**config.mk**
```make
export PLATFORM = sky130hd
export DESIGN_NAME = battery_percent_smoother
export DESIGN_NICKNAME = d
export VERILOG_FILES = /design/src/design/bps_pkg.sv /design/src/design/bps_divider.sv /design/src/design/bps_ctrl.sv /design/src/design/bps_datapath.sv /design/src/design/battery_percent_smoother.sv
export SDC_FILE = /design/constraint.sdc
export NUM_CORES = 1
export LEC_CHECK = 0
export BUFFER_PORTS_ARGS = -buffer_cell sky130_fd_sc_hd__buf_2
export CORE_MARGIN = 2
export CORE_UTILIZATION = 55
export CTS_CLUSTER_DIAMETER = 60
export DETAILED_ROUTE_END_ITERATION = 7
export PLACE_DENSITY = 0.74
export SYNTH_ARGS = -nofsm -noshare
export SYNTH_HDL_FRONTEND = slang
export SYNTH_SLANG_ARGS = --single-unit
```
**constraint.sdc**
```tcl
create_clock -name clk -period 6.6 [get_ports clk]
set_clock_uncertainty 0.05 [all_clocks]
set_input_delay 0.99 -clock clk [delete_from_list [all_inputs] [get_ports clk]]
set_output_delay 0.99 -clock clk [all_outputs]
set_load 0.02 [all_outputs]
```
**src/design/bps_pkg.sv**
```systemverilog
package bps_pkg;

  localparam int ADC_W      = 12;
  localparam int CFG_IDX_W  = 3;
  localparam int CFG_DATA_W = 13;

  typedef struct packed {
    logic [ADC_W-1:0] adc_count;
    logic             charging;
  } in_item_t;

  typedef struct packed {
    logic [7:0] battery_percent;
    logic [1:0] warning_event;
  } out_item_t;

  localparam logic [CFG_IDX_W-1:0] REG_CRITICAL  = 3'd0;
  localparam logic [CFG_IDX_W-1:0] REG_RANGE     = 3'd1;
  localparam logic [CFG_IDX_W-1:0] REG_TENTH     = 3'd2;
  localparam logic [CFG_IDX_W-1:0] REG_WARN      = 3'd3;
  localparam logic [CFG_IDX_W-1:0] REG_RADIO_OFF = 3'd4;
  localparam logic [CFG_IDX_W-1:0] REG_OFFSET    = 3'd5;

  localparam logic [12:0] CRITICAL_RST  = 13'd3500;
  localparam logic [12:0] RANGE_RST     = 13'd600;
  localparam logic [9:0]  TENTH_RST     = 10'd60;
  localparam logic [6:0]  WARN_RST      = 7'd20;
  localparam logic [6:0]  RADIO_OFF_RST = 7'd10;
  localparam logic [9:0]  OFFSET_RST    = 10'd0;

  // count * 156500000 / 99508500 as a multiply by the reciprocal scaled by 2^30,
  // exact for every 12-bit count
  localparam int          PROD_W   = 43;
  localparam int          MV_SHIFT = 30;
  localparam logic [30:0] MV_MUL   = 31'd1688705945;

  localparam int DIV_REM_W = 18;
  localparam int DIV_DVD_W = 13;
  localparam int DIV_CNT_W = 4;

  localparam logic [DIV_CNT_W-1:0] PCT_ITERS = 4'd8;
  localparam logic [DIV_CNT_W-1:0] AVG_ITERS = 4'd8;

  localparam logic [1:0] SRC_PCT = 2'd1;
  localparam logic [1:0] SRC_AVG = 2'd2;

  localparam logic [1:0] SEV_NONE  = 2'd0;
  localparam logic [1:0] SEV_LOW   = 2'd1;
  localparam logic [1:0] SEV_RADIO = 2'd2;

  localparam logic [1:0] EVT_NONE  = 2'd0;
  localparam logic [1:0] EVT_LOW   = 2'd1;
  localparam logic [1:0] EVT_RADIO = 2'd2;

  localparam int SLEW_BIG   = 2;
  localparam int SLEW_SMALL = 1;

  typedef struct packed {
    logic       load_in;
    logic       mul;
    logic       div_start;
    logic [1:0] div_src;
    logic       calc_above;
    logic       write_entry;
    logic       walk_rd;
    logic       finish;
  } cmd_t;

  typedef struct packed {
    logic div_done;
    logic walk_last;
    logic out_free;
  } sts_t;

endpackage

```
**src/design/bps_divider.sv**
```systemverilog
module bps_divider (
  input  logic                           clk,
  input  logic                           rst_n,
  input  logic                           start,
  input  logic [bps_pkg::DIV_REM_W-1:0]  rem_init,
  input  logic [bps_pkg::DIV_DVD_W-1:0]  dvd_init,
  input  logic [bps_pkg::DIV_REM_W-1:0]  divisor,
  input  logic [bps_pkg::DIV_CNT_W-1:0]  iters,
  output logic                           done,
  output logic [bps_pkg::DIV_DVD_W-1:0]  quotient,
  output logic [bps_pkg::DIV_REM_W-1:0]  remainder
);

  logic [bps_pkg::DIV_REM_W-1:0] rem_r;
  logic [bps_pkg::DIV_DVD_W-1:0] dvd_r;
  logic [bps_pkg::DIV_DVD_W-1:0] quo_r;
  logic [bps_pkg::DIV_REM_W-1:0] divisor_r;
  logic [bps_pkg::DIV_CNT_W-1:0] cnt_r;
  logic                          running_r;
  logic                          done_r;

  logic [bps_pkg::DIV_REM_W:0]   shifted;
  logic [bps_pkg::DIV_REM_W+1:0] diff;
  logic                          fits;

  // one restoring step per cycle
  assign shifted = {rem_r, dvd_r[bps_pkg::DIV_DVD_W-1]};
  assign diff    = {1'b0, shifted} - {2'b00, divisor_r};
  assign fits    = ~diff[bps_pkg::DIV_REM_W+1];

  always_ff @(posedge clk) begin
    if (!rst_n) begin
      running_r <= 1'b0;
      done_r    <= 1'b0;
      cnt_r     <= '0;
    end else begin
      done_r <= 1'b0;
      if (start) begin
        running_r <= 1'b1;
        cnt_r     <= iters;
      end else if (running_r) begin
        cnt_r <= cnt_r - 1'b1;
        if (cnt_r == bps_pkg::DIV_CNT_W'(1)) begin
          running_r <= 1'b0;
          done_r    <= 1'b1;
        end
      end
    end
  end

  always_ff @(posedge clk) begin
    if (start) begin
      rem_r     <= rem_init;
      dvd_r     <= dvd_init;
      quo_r     <= '0;
      divisor_r <= divisor;
    end else if (running_r) begin
      rem_r <= fits ? diff[bps_pkg::DIV_REM_W-1:0] : shifted[bps_pkg::DIV_REM_W-1:0];
      dvd_r <= {dvd_r[bps_pkg::DIV_DVD_W-2:0], 1'b0};
      quo_r <= {quo_r[bps_pkg::DIV_DVD_W-2:0], fits};
    end
  end

  assign done      = done_r;
  assign quotient  = quo_r;
  assign remainder = rem_r;

endmodule

```
**src/design/bps_ctrl.sv**
```systemverilog
module bps_ctrl (
  input  logic          clk,
  input  logic          rst_n,
  input  logic          in_valid,
  output logic          in_stall,
  output bps_pkg::cmd_t cmd,
  input  bps_pkg::sts_t sts
);

  localparam logic [3:0] S_IDLE     = 4'd0;
  localparam logic [3:0] S_MUL      = 4'd1;
  localparam logic [3:0] S_ABOVE    = 4'd4;
  localparam logic [3:0] S_PCT_GO   = 4'd5;
  localparam logic [3:0] S_PCT_WAIT = 4'd6;
  localparam logic [3:0] S_WRITE    = 4'd7;
  localparam logic [3:0] S_WALK     = 4'd8;
  localparam logic [3:0] S_WALK_END = 4'd9;
  localparam logic [3:0] S_AVG_GO   = 4'd10;
  localparam logic [3:0] S_AVG_WAIT = 4'd11;
  localparam logic [3:0] S_FINISH   = 4'd12;

  logic [3:0] state_r;
  logic [3:0] state_nxt;

  assign in_stall = (state_r != S_IDLE);

  always_comb begin
    state_nxt = state_r;
    cmd       = '0;
    case (state_r)
      S_IDLE: begin
        if (in_valid) begin
          cmd.load_in = 1'b1;
          state_nxt   = S_MUL;
        end
      end
      S_MUL: begin
        cmd.mul   = 1'b1;
        state_nxt = S_ABOVE;
      end
      S_ABOVE: begin
        cmd.calc_above = 1'b1;
        state_nxt      = S_PCT_GO;
      end
      S_PCT_GO: begin
        cmd.div_start = 1'b1;
        cmd.div_src   = bps_pkg::SRC_PCT;
        state_nxt     = S_PCT_WAIT;
      end
      S_PCT_WAIT: begin
        if (sts.div_done) state_nxt = S_WRITE;
      end
      S_WRITE: begin
        cmd.write_entry = 1'b1;
        state_nxt       = S_WALK;
      end
      S_WALK: begin
        cmd.walk_rd = 1'b1;
        if (sts.walk_last) state_nxt = S_WALK_END;
      end
      S_WALK_END: begin
        state_nxt = S_AVG_GO;
      end
      S_AVG_GO: begin
        cmd.div_start = 1'b1;
        cmd.div_src   = bps_pkg::SRC_AVG;
        state_nxt     = S_AVG_WAIT;
      end
      S_AVG_WAIT: begin
        if (sts.div_done) state_nxt = S_FINISH;
      end
      S_FINISH: begin
        if (sts.out_free) begin
          cmd.finish = 1'b1;
          state_nxt  = S_IDLE;
        end
      end
      default: begin
        state_nxt = S_IDLE;
      end
    endcase
  end

  always_ff @(posedge clk) begin
    if (!rst_n) begin
      state_r <= S_IDLE;
    end else begin
      state_r <= state_nxt;
    end
  end

endmodule

```
**src/design/bps_datapath.sv**
```systemverilog
module bps_datapath #(
  parameter int SAMPLE_COUNT = 4
) (
  input  logic                              clk,
  input  logic                              rst_n,
  input  bps_pkg::cmd_t                     cmd,
  output bps_pkg::sts_t                     sts,
  input  bps_pkg::in_item_t                 in_data,
  output logic                              out_valid,
  input  logic                              out_stall,
  output bps_pkg::out_item_t                out_data,
  input  logic                              cfg_valid,
  input  logic [bps_pkg::CFG_IDX_W-1:0]     cfg_index,
  input  logic [bps_pkg::CFG_DATA_W-1:0]    cfg_data
);

  localparam int IDX_W  = $clog2(SAMPLE_COUNT);
  localparam int FILL_W = $clog2(SAMPLE_COUNT + 1);
  localparam int SUM_W  = 8 + $clog2(SAMPLE_COUNT);
  localparam int HALF_N = SAMPLE_COUNT / 2;

  // configuration
  logic [12:0] critical_r;
  logic [12:0] range_r;
  logic [9:0]  tenth_r;
  logic [6:0]  warn_r;
  logic [6:0]  radio_off_r;
  logic [9:0]  offset_r;

  always_ff @(posedge clk) begin
    if (!rst_n) begin
      critical_r  <= bps_pkg::CRITICAL_RST;
      range_r     <= bps_pkg::RANGE_RST;
      tenth_r     <= bps_pkg::TENTH_RST;
      warn_r      <= bps_pkg::WARN_RST;
      radio_off_r <= bps_pkg::RADIO_OFF_RST;
      offset_r    <= bps_pkg::OFFSET_RST;
    end else if (cfg_valid) begin
      case (cfg_index)
        bps_pkg::REG_CRITICAL:  critical_r  <= cfg_data[12:0];
        bps_pkg::REG_RANGE:     range_r     <= cfg_data[12:0];
        bps_pkg::REG_TENTH:     tenth_r     <= cfg_data[9:0];
        bps_pkg::REG_WARN:      warn_r      <= cfg_data[6:0];
        bps_pkg::REG_RADIO_OFF: radio_off_r <= cfg_data[6:0];
        bps_pkg::REG_OFFSET:    offset_r    <= cfg_data[9:0];
        default: ;
      endcase
    end
  end

  // item registers
  logic [bps_pkg::ADC_W-1:0]  count_r;
  logic                       chg_r;
  logic [bps_pkg::PROD_W-1:0] prod_r;
  logic [12:0]                above_r;
  logic                       sat_r;

  // shared divider
  logic                          div_done;
  logic [bps_pkg::DIV_DVD_W-1:0] div_quo;
  logic [bps_pkg::DIV_REM_W-1:0] div_rem;
  logic [bps_pkg::DIV_REM_W-1:0] div_rem_init;
  logic [bps_pkg::DIV_DVD_W-1:0] div_dvd_init;
  logic [bps_pkg::DIV_REM_W-1:0] div_divisor;
  logic [bps_pkg::DIV_CNT_W-1:0] div_iters;

  // sample ring
  logic [7:0]        ring_mem [SAMPLE_COUNT];
  logic [IDX_W-1:0]  slot_r;
  logic [FILL_W-1:0] fill_r;
  logic [7:0]        last_r;
  logic [IDX_W-1:0]  walk_idx_r;
  logic [7:0]        rd_r;
  logic              rd_pend_r;
  logic [SUM_W-1:0]  acc_r;

  logic [1:0]        sev_r;
  logic              out_valid_r;
  bps_pkg::out_item_t out_data_r;

  logic [16:0] pct_dvd;
  logic        ring_full;

  assign pct_dvd   = 17'(above_r) * 17'd10;
  assign ring_full = (fill_r == FILL_W'(SAMPLE_COUNT));

  always_comb begin
    case (cmd.div_src)
      bps_pkg::SRC_PCT: begin
        div_rem_init = bps_pkg::DIV_REM_W'(pct_dvd[16:8]);
        div_dvd_init = {pct_dvd[7:0], 5'b0};
        div_divisor  = bps_pkg::DIV_REM_W'(tenth_r);
        div_iters    = bps_pkg::PCT_ITERS;
      end
      default: begin
        div_rem_init = bps_pkg::DIV_REM_W'(acc_r >> 8);
        div_dvd_init = {acc_r[7:0], 5'b0};
        div_divisor  = bps_pkg::DIV_REM_W'(fill_r);
        div_iters    = bps_pkg::AVG_ITERS;
      end
    endcase
  end

  bps_divider u_div (
    .clk       (clk),
    .rst_n     (rst_n),
    .start     (cmd.div_start),
    .rem_init  (div_rem_init),
    .dvd_init  (div_dvd_init),
    .divisor   (div_divisor),
    .iters     (div_iters),
    .done      (div_done),
    .quotient  (div_quo),
    .remainder (div_rem)
  );

  // millivolts above critical, clamped to the range
  logic [12:0]        mv_val;
  logic signed [14:0] above_s;
  logic [12:0]        above_val;

  assign mv_val  = prod_r[bps_pkg::PROD_W-1:bps_pkg::MV_SHIFT];
  assign above_s = $signed({2'b00, mv_val}) + $signed({{5{offset_r[9]}}, offset_r})
                 - $signed({2'b00, critical_r});

  always_comb begin
    if (above_s[14] || above_s == 15'sd0) begin
      above_val = '0;
    end else if (above_s[12:0] > range_r) begin
      above_val = range_r;
    end else begin
      above_val = above_s[12:0];
    end
  end

  // rounded percent and slew limit
  logic [8:0]        pct_round;
  logic [7:0]        pct;
  logic signed [9:0] gap;
  logic signed [9:0] up_lim;
  logic signed [9:0] down_lim;
  logic signed [9:0] gap_lim;
  logic signed [9:0] entry_s;
  logic [7:0]        entry;

  assign pct_round = {1'b0, div_quo[7:0]}
                   + 9'(div_rem > bps_pkg::DIV_REM_W'(tenth_r >> 1));
  assign pct       = (sat_r || pct_round[8]) ? 8'd255 : pct_round[7:0];
  assign gap       = $signed({2'b00, pct}) - $signed({2'b00, last_r});
  assign up_lim    = chg_r ? 10'(bps_pkg::SLEW_BIG) : 10'(bps_pkg::SLEW_SMALL);
  assign down_lim  = chg_r ? -10'(bps_pkg::SLEW_SMALL) : -10'(bps_pkg::SLEW_BIG);

  always_comb begin
    if (gap > up_lim) begin
      gap_lim = up_lim;
    end else if (gap < down_lim) begin
      gap_lim = down_lim;
    end else begin
      gap_lim = gap;
    end
    entry_s = $signed({2'b00, last_r}) + gap_lim;
    if (!ring_full) begin
      entry = pct;
    end else if (entry_s[9]) begin
      entry = 8'd0;
    end else if (entry_s[8]) begin
      entry = 8'd255;
    end else begin
      entry = entry_s[7:0];
    end
  end

  // rounded average and severity
  logic       avg_up;
  logic [8:0] avg_round;
  logic [7:0] avg;
  logic [1:0] sev_nxt;
  logic [1:0] evt;

  assign avg_up    = ring_full ? (div_rem >= bps_pkg::DIV_REM_W'(HALF_N))
                               : (div_rem > bps_pkg::DIV_REM_W'(fill_r >> 1));
  assign avg_round = {1'b0, div_quo[7:0]} + 9'(avg_up);
  assign avg       = avg_round[8] ? 8'd255 : avg_round[7:0];

  always_comb begin
    sev_nxt = sev_r;
    evt     = bps_pkg::EVT_NONE;
    if (chg_r) begin
      sev_nxt = bps_pkg::SEV_NONE;
    end else if (avg < {1'b0, warn_r}) begin
      if (avg < {1'b0, radio_off_r} && sev_r == bps_pkg::SEV_LOW) begin
        sev_nxt = bps_pkg::SEV_RADIO;
        evt     = bps_pkg::EVT_RADIO;
      end else if (avg >= {1'b0, radio_off_r} && sev_r == bps_pkg::SEV_NONE) begin
        sev_nxt = bps_pkg::SEV_LOW;
        evt     = bps_pkg::EVT_LOW;
      end
    end
  end

  // payload registers
  always_ff @(posedge clk) begin
    if (cmd.load_in) begin
      count_r <= in_data.adc_count;
      chg_r   <= in_data.charging;
    end
    if (cmd.mul) begin
      prod_r <= bps_pkg::PROD_W'(count_r) * bps_pkg::PROD_W'(bps_pkg::MV_MUL);
    end
    if (cmd.calc_above) begin
      above_r <= above_val;
    end
    if (cmd.div_start && cmd.div_src == bps_pkg::SRC_PCT) begin
      sat_r <= {1'b0, pct_dvd} >= {tenth_r, 8'b0};
    end
    if (cmd.write_entry) begin
      ring_mem[slot_r] <= entry;
      last_r           <= entry;
    end
    if (cmd.walk_rd) begin
      rd_r <= ring_mem[walk_idx_r];
    end
    if (cmd.write_entry) begin
      acc_r <= '0;
    end else if (rd_pend_r) begin
      acc_r <= acc_r + SUM_W'(rd_r);
    end
    if (cmd.finish) begin
      out_data_r.battery_percent <= avg;
      out_data_r.warning_event   <= evt;
    end
  end

  // control registers
  always_ff @(posedge clk) begin
    if (!rst_n) begin
      slot_r      <= '0;
      fill_r      <= '0;
      walk_idx_r  <= '0;
      rd_pend_r   <= 1'b0;
      sev_r       <= bps_pkg::SEV_NONE;
      out_valid_r <= 1'b0;
    end else begin
      rd_pend_r <= cmd.walk_rd;
      if (cmd.write_entry) begin
        slot_r     <= (slot_r == IDX_W'(SAMPLE_COUNT - 1)) ? '0 : slot_r + 1'b1;
        fill_r     <= ring_full ? fill_r : fill_r + 1'b1;
        walk_idx_r <= '0;
      end else if (cmd.walk_rd) begin
        walk_idx_r <= walk_idx_r + 1'b1;
      end
      if (cmd.finish) begin
        sev_r       <= sev_nxt;
        out_valid_r <= 1'b1;
      end else if (!out_stall) begin
        out_valid_r <= 1'b0;
      end
    end
  end

  assign sts.div_done  = div_done;
  assign sts.walk_last = (FILL_W'(walk_idx_r) + 1'b1 == fill_r);
  assign sts.out_free  = ~out_valid_r | ~out_stall;

  assign out_valid = out_valid_r;
  assign out_data  = out_data_r;

endmodule

```
**src/design/battery_percent_smoother.sv**
```systemverilog
// one item at a time: in_stall is high from acceptance until the result,
// after the shared serial divider (8 + 8 bit steps) and the one-entry-per-cycle
// ring walk over the k samples averaged (1 to SAMPLE_COUNT), enters the output register
// a finished item waits in the output register while the next item is taken
// reset: synchronous active-low rst_n empties the ring, clears severity and
// loads the register defaults
module battery_percent_smoother #(
  parameter int SAMPLE_COUNT = 4
) (
  input  logic                           clk,
  input  logic                           rst_n,
  input  logic                           in_valid,
  output logic                           in_stall,
  input  bps_pkg::in_item_t              in_data,
  output logic                           out_valid,
  input  logic                           out_stall,
  output bps_pkg::out_item_t             out_data,
  input  logic                           cfg_valid,
  output logic                           cfg_ready,
  input  logic [bps_pkg::CFG_IDX_W-1:0]  cfg_index,
  input  logic [bps_pkg::CFG_DATA_W-1:0] cfg_data
);

  bps_pkg::cmd_t cmd;
  bps_pkg::sts_t sts;

  assign cfg_ready = 1'b1;

  bps_ctrl u_ctrl (
    .clk      (clk),
    .rst_n    (rst_n),
    .in_valid (in_valid),
    .in_stall (in_stall),
    .cmd      (cmd),
    .sts      (sts)
  );

  bps_datapath #(
    .SAMPLE_COUNT (SAMPLE_COUNT)
  ) u_dp (
    .clk       (clk),
    .rst_n     (rst_n),
    .cmd       (cmd),
    .sts       (sts),
    .in_data   (in_data),
    .out_valid (out_valid),
    .out_stall (out_stall),
    .out_data  (out_data),
    .cfg_valid (cfg_valid & cfg_ready),
    .cfg_index (cfg_index),
    .cfg_data  (cfg_data)
  );

endmodule

```
== Word level (Yosys, flattened, before mapping) ==
Memory sizes are Yosys's and may differ from the RTL's. A register that Yosys moved wholly into a read port is not among the register bits.
Cells that the tools add are included.

* Input bits: 34
* Logic and storage cells: 171
* Memory bits (writable): 32
* Memories kept: 1
* Output and inout bits: 13
* Register bits: 236

{| class="wikitable"
|+ Memories
! memory !! depth !! width !! read ports !! clocked after Yosys merged registers in !! write ports !! RTL line !! RTL
|-
| u_dp.ring_mem || 4 || 8 || 1 || 1 || 1 || bps_datapath.sv:68 || <nowiki>logic [7:0] ring_mem [SAMPLE_COUNT];</nowiki>
|}

* Multiplexer cells: 51
* Eq/ne operators: 27
* Reductions and logical operators: 27
* $add $sub $neg: 13
* Magnitude comparators: 10
* Bitwise logic cells: 8
* Multiply operators: 2

{| class="wikitable"
|+ Operators with widths
! cell !! count
|-
| 2-to-1 mux 18 bit || 3
|-
| 2-to-1 mux 13 bit || 4
|-
| case mux 4 bit (11 select lines) || 1
|-
| multiplier 12 x 31 -> 43 bit (second input constant) || 1
|-
| 2-to-1 mux 8 bit || 5
|-
| 2-to-1 mux 4 bit || 7
|-
| == test 4 bit (second input constant) || 5
|-
| 2-to-1 mux 10 bit || 2
|-
| subtractor 19 x 18 -> 20 bit || 1
|-
| 2-to-1 mux 1 bit || 19
|-
| adder 8 x 1 -> 9 bit || 2
|-
| >= comparator 17 x 18 -> 1 bit || 1
|-
| >= comparator 18 x 2 -> 1 bit (second input constant) || 1
|-
| > comparator 18 x 2 -> 1 bit || 1
|-
| > comparator 18 x 9 -> 1 bit || 1
|-
| == test 4 x 3 -> 1 bit (second input constant) || 4
|-
| less-than comparator 8 x 7 -> 1 bit || 2
|-
| multiplier 13 x 3 -> 16 bit (second input constant) || 1
|-
| adder 14 x 10 -> 15 bit || 1
|-
| zero test 15 bit || 1
|-
| subtractor 15 x 14 -> 15 bit || 1
|-
| 2-to-1 mux 2 bit || 7
|-
| AND reduction 2 bit || 7
|-
| > comparator 13 bit || 1
|-
| other kinds (36) || 59
|}

== Longest topological paths before layout ==
Gate-level depths: netlist of the first run.

* Word-level depth: 12
* Depth in mapped cells: 47
* Gate-level depth less buffers: 47

== Modules after synthesis ==
From an unflattened synthesis of the first run, not the netlist that was laid out.

* Cells, all modules: 2,033
* Area, all modules: 20,150.6 um^2

{| class="wikitable"
|+ Modules (own cells, without submodules)
! module !! area an instance (um^2) !! sequential area each (um^2) !! times used !! cells an instance
|-
| bps_datapath || 15,889.0 || 4,564.4 || 1 || 1,619
|-
| bps_divider || 3,876.2 || 1,851.8 || 1 || 360
|-
| bps_ctrl || 374.1 || 80.1 || 1 || 52
|-
| battery_percent_smoother || 11.3 || 0.0 || 1 || 2
|}

== Least setup slack after synthesis of the first run ==
No wires, ideal clock.

* Path kind: register -> register
* Start point: register u_dp.u_div.rem_r (netlist bit u_dp.u_div.remainder[1])
* End point: register u_dp.last_r[2] (data pin)
* Period minus slack after synthesis: 7,368 ps
* Arrival: 7,071 ps
* Cell stages (with the launch flop): 42
* Library setup time: 247 ps
* Path buffers: 1
* Path slack: -768 ps
* Data required time: 6,303 ps
* Path through: edfxtp_1 > ha_1 > nor2b_1 > o21a_1 > o21a_1 > o21ai_0 > nand2b_1 > a21oi_1 > nor2b_1 > o21ai_0 > nand2b_1 > a21oi_1 > o21ai_1 > ha_1 > ha_1 > nand3_1 > nor2_1 > or3_1 > [6 not listed] > or3_1 > a2111oi_2 > nor2_1 > buf_2 > nor3_1 > a21oi_1 > ha_1 > fa_1 > a21oi_1 > nor2_1 > nor2_1 > o21bai_1 > a21oi_1 > o21bai_1 > a21oi_1 > nand3_1 > o41a_2 > o311ai_1

* Cells in the longest elaborated chain, start to end: 12
* Elaborated cells on any way between the ends: 13
* Those cells by class: add/sub (3); order compare (3); mux (6); reduce/logical (1)

{| class="wikitable"
|+ Ends and longest elaborated chain
! what !! RTL line !! RTL
|-
| start, declared || bps_divider.sv:14 || <nowiki>logic [bps_pkg::DIV_REM_W-1:0] rem_r;</nowiki>
|-
| start signal, assigned || bps_divider.sv:53 || <nowiki>rem_r <= rem_init;</nowiki>
|-
| start signal, assigned || bps_divider.sv:58 || <nowiki>rem_r <= fits ? diff[bps_pkg::DIV_REM_W-1:0] : shifted[bps_pkg::DIV_REM_W-1:0];</nowiki>
|-
| > comparator 18 x 9 -> 1 bit * || bps_datapath.sv:147 || <nowiki>+ 9'(div_rem > bps_pkg::DIV_REM_W'(tenth_r >> 1));</nowiki>
|-
| adder 8 x 1 -> 9 bit * || bps_datapath.sv:147 ||
|-
| logical OR 1 bit || bps_datapath.sv:148 || <nowiki>assign pct = (sat_r || pct_round[8]) ? 8'd255 : pct_round[7:0];</nowiki>
|-
| 2-to-1 mux 8 bit * || bps_datapath.sv:148 ||
|-
| subtractor 8 x 8 -> 9 bit || bps_datapath.sv:149 || <nowiki>assign gap = $signed({2'b00, pct}) - $signed({2'b00, last_r});</nowiki>
|-
| less-than comparator 10 bit || bps_datapath.sv:156 || <nowiki>end else if (gap < down_lim) begin</nowiki>
|-
| 2-to-1 mux 10 bit || bps_datapath.sv:156 ||
|-
| 2-to-1 mux 10 bit || bps_datapath.sv:154 || <nowiki>if (gap > up_lim) begin</nowiki>
|-
| adder 9 x 10 -> 10 bit || bps_datapath.sv:161 || <nowiki>entry_s = $signed({2'b00, last_r}) + gap_lim;</nowiki>
|-
| 2-to-1 mux 8 bit || bps_datapath.sv:166 || <nowiki>end else if (entry_s[8]) begin</nowiki>
|-
| 2-to-1 mux 8 bit || bps_datapath.sv:164 || <nowiki>end else if (entry_s[9]) begin</nowiki>
|-
| 2-to-1 mux 8 bit * || bps_datapath.sv:162 || <nowiki>if (!ring_full) begin</nowiki>
|-
| named net u_dp.entry[2] || bps_datapath.sv:144 || <nowiki>logic [7:0] entry;</nowiki>
|-
| end signal, assigned || bps_datapath.sv:218 || <nowiki>last_r <= entry;</nowiki>
|-
| end, declared || bps_datapath.sv:71 || <nowiki>logic [7:0] last_r;</nowiki>
|}

The timed path passes the listed nets; every way through them passes the cells marked *.
A chain may end at the register's enable or synchronous reset.

== Worst setup path after layout of the first run ==
* Start point: register u_dp.u_div.rem_r (netlist bit u_dp.u_div.remainder[1])
* End point: memory u_dp.ring_mem[3][5] (data pin)

* Cells in the longest elaborated chain, start to end: 12
* Elaborated cells on any way between the ends: 13
* Those cells by class: add/sub (3); order compare (3); mux (6); reduce/logical (1)

{| class="wikitable"
|+ Ends and longest elaborated chain
! what !! RTL line
|-
| > comparator 18 x 9 -> 1 bit * || bps_datapath.sv:147
|-
| adder 8 x 1 -> 9 bit * || bps_datapath.sv:147
|-
| logical OR 1 bit || bps_datapath.sv:148
|-
| 2-to-1 mux 8 bit * || bps_datapath.sv:148
|-
| subtractor 8 x 8 -> 9 bit || bps_datapath.sv:149
|-
| less-than comparator 10 bit || bps_datapath.sv:156
|-
| 2-to-1 mux 10 bit || bps_datapath.sv:156
|-
| 2-to-1 mux 10 bit || bps_datapath.sv:154
|-
| adder 9 x 10 -> 10 bit || bps_datapath.sv:161
|-
| 2-to-1 mux 8 bit || bps_datapath.sv:166
|-
| 2-to-1 mux 8 bit || bps_datapath.sv:164
|-
| 2-to-1 mux 8 bit * || bps_datapath.sv:162
|-
| named net u_dp.entry[5] || bps_datapath.sv:144
|-
| end, declared || bps_datapath.sv:68
|}

Marks and branches as above.

==> flow_summary.ini, run 1 <==
[timing]
fin_ws_ps = -956.9
slew_headroom_pct = 25.23
worstMarginPinSlew_ps = 1121
grt_setup_unrepaired = yes
fin_crit_sh_pct = 114.5
tns_ps = -37010
drv_slew = 0
period_needed_ps = 7557
setup_viol = 40
holdWs_ps = 420.3
fmax_mhz = 132.3
hold_violations = 0

[die]
die_area_um2 = 35510
start_util_pct = 55.79
ioPinCount = 47
row_count = 67
fp.dieH_um = 188.4
core_um2 = 33530
fp.dieW_um = 188.4

[status]
status = finished, violations left
violations = setup timing

[global_route]
grt_pass1_vias = 14500
overflow = 0
grt_max_degree = 77
antenna_found_initial = 0
grt_pass1_wl_um = 72770
grt_usage_pct = 25.67

[critical_path]
crit_family = compound AO/OA/AOI/OAI gates
path_common_cell = a21oi_2
path_buf_inv = 2
criticalPathCategory = register to register
arrival_ps = 7840
critPathLaunchType = register
critPathSlowestCell = o41a_4
crit_required_ps = 6880
end_kind = register
crit_fanout = 8
critPathMaxStageDelay_ps = 630

[final_layout]
layout_common_cells = inv_1, ha_1, nand2_1
post-route-util_pct = 64.41
area_growth_pct = 15.46
final_nets = 2482
nFillCells = 2666
diodes = 0
drive_gt1_share_pct = 13.76
final_common_cell = inv_1

[cts]
tritoncts = done
clock_path_buffers = 3
clkSinkCount = 233
clock_latency_ps = 570
hold_buffers = 0
h-tree-depth = 1
cts_made_buffers = 28
root_buffer = clkbuf_16
cts.clk_slew.worst_paths_ps = 60

[synth]
ys_seq_area_share_pct = 32.10
ys_top_cells_by_area = edfxtp_1, ha_1, fa_1
syn_area_um2 = 18710
synth_warnings = 0
synthCells = 1910
yosysUniqueCellTypes = 71
yosysTopAreaCell = edfxtp_1
synth_edf_count = 134
syn-num-nets = 2328
ys.flop_type = edfxtp_1
synth_top_area_share_pct = 21.51
synth-seq-cells = 233
async_flop_share_pct = 0
syn_area_per_cell_um2 = 9.795

[route]
wl_um = 44720
vias = 14140
drt_iter0_drc = 786
routed_via_density = 5.578
drc = 0
firstDrtPassIters = 5
ant_nets = 0
wl_per_cell_um = 17.65

[flow_run]
drv_cap = 0

[place]
hpwl_um = 34790
port_buffers = 45
place_ws_ps = -1142
place.gp.congestion = 0.9478

[worst_hold_path]
hp-class = register to register
[path summary, 6_finish.rpt]
check	from	end	slack, ps	depth (start not counted)
min reg2reg	u_dp.range_r[2]	u_dp.range_r[2]	420	2
max reg2reg	u_dp.u_div.remainder[1]	u_dp.ring_mem[3][5]	-960	45
min	u_dp.range_r[2]	u_dp.range_r[2]	420	2
max	u_dp.u_div.remainder[1]	u_dp.ring_mem[3][5]	-960	45
[synth_stat cells (4+ instances only)]
cell type and instances:
inv_1 286, ha_1 256, nand2_1 214, edfxtp_1 134, fa_1 128, nor2_1 124
dfxtp_1 99, a21oi_1 84, xnor2_1 46, a21boi_0 41, clkbuf_1 36, mux2i_1 36
o21ai_0 34, nor2b_1 32, nand3_1 31, xor2_1 25, a21o_1 24, nor3_1 24
o21ai_1 24, nand4_1 18, a211oi_1 17, o211ai_1 15, o21bai_1 14, a31oi_1 13
nand2b_1 13, o21a_1 11, and2_1 10, and3_1 9, nor4_1 9, mux4_2 8
or3_1 8, a21boi_1 7, buf_1 7, o311ai_1 7, nor3b_1 6, o31a_1 4
[per-layer routing]
metal  wire (um)  vias up  track usage [%]
met5           0        -                0
met4        1535        0            8.714
met3        2445      102            3.408
met2       21750      408            44.37
met1       18990     6810            33.34
li1            -     6815                -
[registers in the layout (all words and copies together), names as in the netlist, 10 cells and up]
name	count
u_dp.above_r	13
u_dp.acc_r	10
u_dp.count_r	12
u_dp.critical_r	13
u_dp.offset_r	10
u_dp.out_data	10
u_dp.prod_r	13
u_dp.range_r	13
u_dp.ring_mem	32
u_dp.tenth_r	10
u_dp.u_div.divisor_r	10
u_dp.u_div.remainder	18
[cell families (layout without fill, tap and decap cells)]
logic type	count (synthesis)	after routing	synth area share [%]
adder cells (fa/ha/maj)	384	384	30.82
AND/OR/NAND/NOR	512	512	12.40
other	1	1	0.02004
XOR/XNOR	71	71	3.324
AO/OA/AOI/OAI	329	329	11.66
flip-flops	233	233	32.10
multiplexers	44	44	2.889
buffers and inverters	336	512	6.782
[per-stage QoR]
stage | std cells | instance area, um^2
2_1_floorplan | 1910 | 18980
3_3_place_gp | 2446 | 20270
3_5_place_dp | 2446 | 20270
4_1_cts | 2525 | 21450
5_1_grt | 2534 | 21600
6_report | 2534 | 21600
[tightest hold or removal path, cell delays in order, from the launching register on]
cell	delay (ps)
dfxtp_1	310
nand2_1	50
a21boi_0	60
[layout make-up]
cell class | count | area (um^2) | area share [%]
repair buffers | 171 | 1187 | 5.497
flip-flops and latches | 233 | 6006 | 27.81
multi-input cells | 1341 | 11840 | 54.79
clock inverters | 22 | 215.2 | 0.9963
clock buffers | 30 | 708.2 | 3.279
well taps | 448 | 560.5 | 2.595
inverters | 289 | 1087 | 5.034
[repair_timing]
item / 4_1_cts / 5_1_grt
gates cloned: 0 / 0
gates resized for setup: 13 / 12
endpoints found under the setup margin: 40 / 42
buffers inserted: 27 / 9
pin swaps: 40 / 19
Power of run 1 is not shown: default switching activity piles up to over one toggle a cycle in this logic, so the estimate is an artifact.
==> inputs of run 2 (changes only) <==
--- a/config.mk
+++ b/config.mk
@@ -5,12 +5,13 @@
 export SDC_FILE = /design/constraint.sdc
 export NUM_CORES = 1
 export LEC_CHECK = 0
+export ABC_AREA = 1
 export BUFFER_PORTS_ARGS = -buffer_cell sky130_fd_sc_hd__buf_2
 export CORE_MARGIN = 2
 export CORE_UTILIZATION = 55
 export CTS_CLUSTER_DIAMETER = 60
 export DETAILED_ROUTE_END_ITERATION = 7
-export PLACE_DENSITY = 0.74
+export PLACE_DENSITY = 0.71
 export SYNTH_ARGS = -nofsm -noshare
 export SYNTH_HDL_FRONTEND = slang
 export SYNTH_SLANG_ARGS = --single-unit
==> constraint.sdc (replaced) <==
create_clock -name clk -period 8.45 [get_ports clk]
set_clock_uncertainty 0.05 [all_clocks]
set_input_delay 1.2675 -clock clk [delete_from_list [all_inputs] [get_ports clk]]
set_output_delay 1.2675 -clock clk [all_outputs]
set_load 0.02 [all_outputs]
==> flow_summary.ini, run 2 <==
[cts]
hold_buffers = 0
clock_latency_ps = 550
tritoncts = done
clkSinkCount = 233
clock_path_buffers = 3
h-tree-depth = 1
cts.clk_slew.worst_paths_ps = 60
cts_setup_buffers = 0
cts_made_buffers = 28
post_cts_resized = 0
root_buffer = clkbuf_16

[die]
fp.dieW_um = 194.1
fp.dieH_um = 194.1
die_area_um2 = 37680
ioPinCount = 47
row_count = 69
core_um2 = 35570
start_util_pct = 55.89

[route]
drt_iter0_drc = 1091
wl_um = 48680
wl_met1_um = 21410
wl_per_cell_um = 16.57
met2_length_um = 23840
vias = 15890
wl_met3_um = 2167
firstDrtPassIters = 6
highest_layer = met4
drc = 0
ant_nets = 0
routed_via_density = 5.410

[synth]
yosysUniqueCellTypes = 53
synth_fa_ha_area_share_pct = 29.00
syn_area_per_cell_um2 = 8.272
ys_seq_area_share_pct = 30.21
syn-num-nets = 2821
synth_simple_gate_area_share_pct = 16.30
synth_compound_area_share_pct = 12.22
synth-seq-cells = 233
synth_xor_area_share_pct = 2.203
synth_top_area_share_pct = 20.24
syn_area_um2 = 19880
yosysTopAreaCell = edfxtp_1
synth_warnings = 0
synth_top_family_by_area = adder cells
yosys-top-cells-count = inv_1, nand2_1, ha_1, nor2_1, a21oi_1
muxShareOfSynthArea_pct = 0
ys_top_cells_by_area = edfxtp_1, ha_1, fa_1
synth_edf_count = 134
synth_most_common_cell = inv_1
synthCells = 2403
async_flop_share_pct = 0
ys.flop_type = edfxtp_1

[critical_path]
crit_required_ps = 8650
critPathLaunchType = register
reg2reg_slack_ps = 1510
critPathSlowestCell = edfxtp_1
end_kind = register
critPathMaxStageDelay_ps = 450
arrival_ps = 7140
rr_worst_depth = 37
criticalPathCategory = register to register
r2r-end = u_dp.ring_mem[2][0]
crit_fanout = 8
r2r_start = u_dp.u_div.remainder[1]

[worst_hold_path]
hold_end = u_dp.offset_r[0]
hold_start = u_dp.offset_r[0]
hp-class = register to register
hold_depth = 2

[status]
status = finished, final reports clean

[final_layout]
final_nets = 2872
drive_gt1_share_pct = 5.210
diodes = 0
layout_common_cells = inv_1, nand2_1, ha_1
regMostFlops = u_dp.ring_mem
area_growth_pct = 8.328
final_common_cell = inv_1
largest_reg_flops = 32
nFillCells = 3154

[timing]
fin_crit_sh_pct = 82.14
drv_slew = 0
period_needed_ps = 6940
grt_setup_unrepaired = no
hold_violations = 0
setup_viol = 0
tns_ps = 0
worstMarginPinSlew_ps = 1132
slew_headroom_pct = 24.24
fmax_mhz = 144.1

[place]
place.gp.congestion = 0.9589
port_buffers = 45
hpwl_um = 39270

[global_route]
grt_pass1_vias = 15820
grt_pass1_wl_um = 79380
antenna_found_initial = 0
grt_usage_pct = 25.99
grt_max_degree = 68
overflow = 0

[flow_run]
drv_cap = 0
-- run 2: cell count changes after synthesis, moves of 18 or more --
cell      before  now
inv_1        286  492
nand2_1      214  394
o21ai_0       34  163
a21oi_1       84  185
nor2_1       124  197
nand3_1       31   89
a21boi_0      41    3
mux2i_1       36    0
xnor2_1       46   12
nor2b_1       32    0
o21ai_1       24    2
o22ai_1        1   19
-- run 2: per-layer routing --
| metal | vias up | GRT usage [%] |
|---|---|---|
| li1 | 7943 | - |
| met1 | 7533 | 34.32 |
| met2 | 349 | 45.35 |
| met3 | 65 | 2.679 |
| met4 | 0 | 7.351 |
| met5 | - | 0 |
-- run 2: area by class of cell --
type	instances	area [um^2]	area share [%]
clock buffer	33	750.7	3.486
multi-input combinational	1643	11880	55.17
sequential	233	6006	27.89
tap	461	576.8	2.679
inverter	495	1858	8.629
clock inverter	19	176.4	0.8193
timing repair buffer	53	285.3	1.325
-- run 2: logic make-up (layout without fill, tap and decap cells) --
logic type      count (synthesis)  count (layout)
fa+ha+maj                     384             384
flops                         233             233
other cells                     1               1
simple gates                  766             766
compound gates                442             442
xor+xnor                       50              50
buf+inv                       527             600
-- run 2: how the worst max path moves through the flow --
stage                                  from                  end  slack (ps)  depth (start not counted)
floorplan           u_dp.u_div.remainder[1]       u_dp.last_r[0]        2580                         37
global placement    u_dp.u_div.remainder[1]  u_dp.ring_mem[0][0]        1810                         38
detailed placement  u_dp.u_div.remainder[1]       u_dp.last_r[0]        1630                         37
CTS                 u_dp.u_div.remainder[1]       u_dp.last_r[0]        1570                         37
global route        u_dp.u_div.remainder[1]  u_dp.ring_mem[2][0]         780                         37
finish              u_dp.u_div.remainder[1]  u_dp.ring_mem[2][0]        1510                         37
-- run 2: metrics by stage --
step	utilization, %	std cells	area, um^2	hold WS [ps]	worst slack (ps)
after CTS	60.54	2937	21530	416.0	1569
after global placement	57.93	2885	20610	406.2	1814
final	60.54	2937	21530	408.4	1510
after detailed placement	57.93	2885	20610	406.7	1633
after floorplan	-	2403	19880	385.3	2585
after global routing	60.54	2937	21530	440.5	776.3
-- run 2: worst max-delay path, delay by kind of cell, from the launching register on --
family	cells	cell delay (ps)
AO/OA/AOI/OAI	9	1470
adder cells (fa/ha/maj)	8	2310
buffers and inverters	4	490
flip-flops	1	450
AND/OR/NAND/NOR	16	1860
Power of run 2 is left out for the same reason.
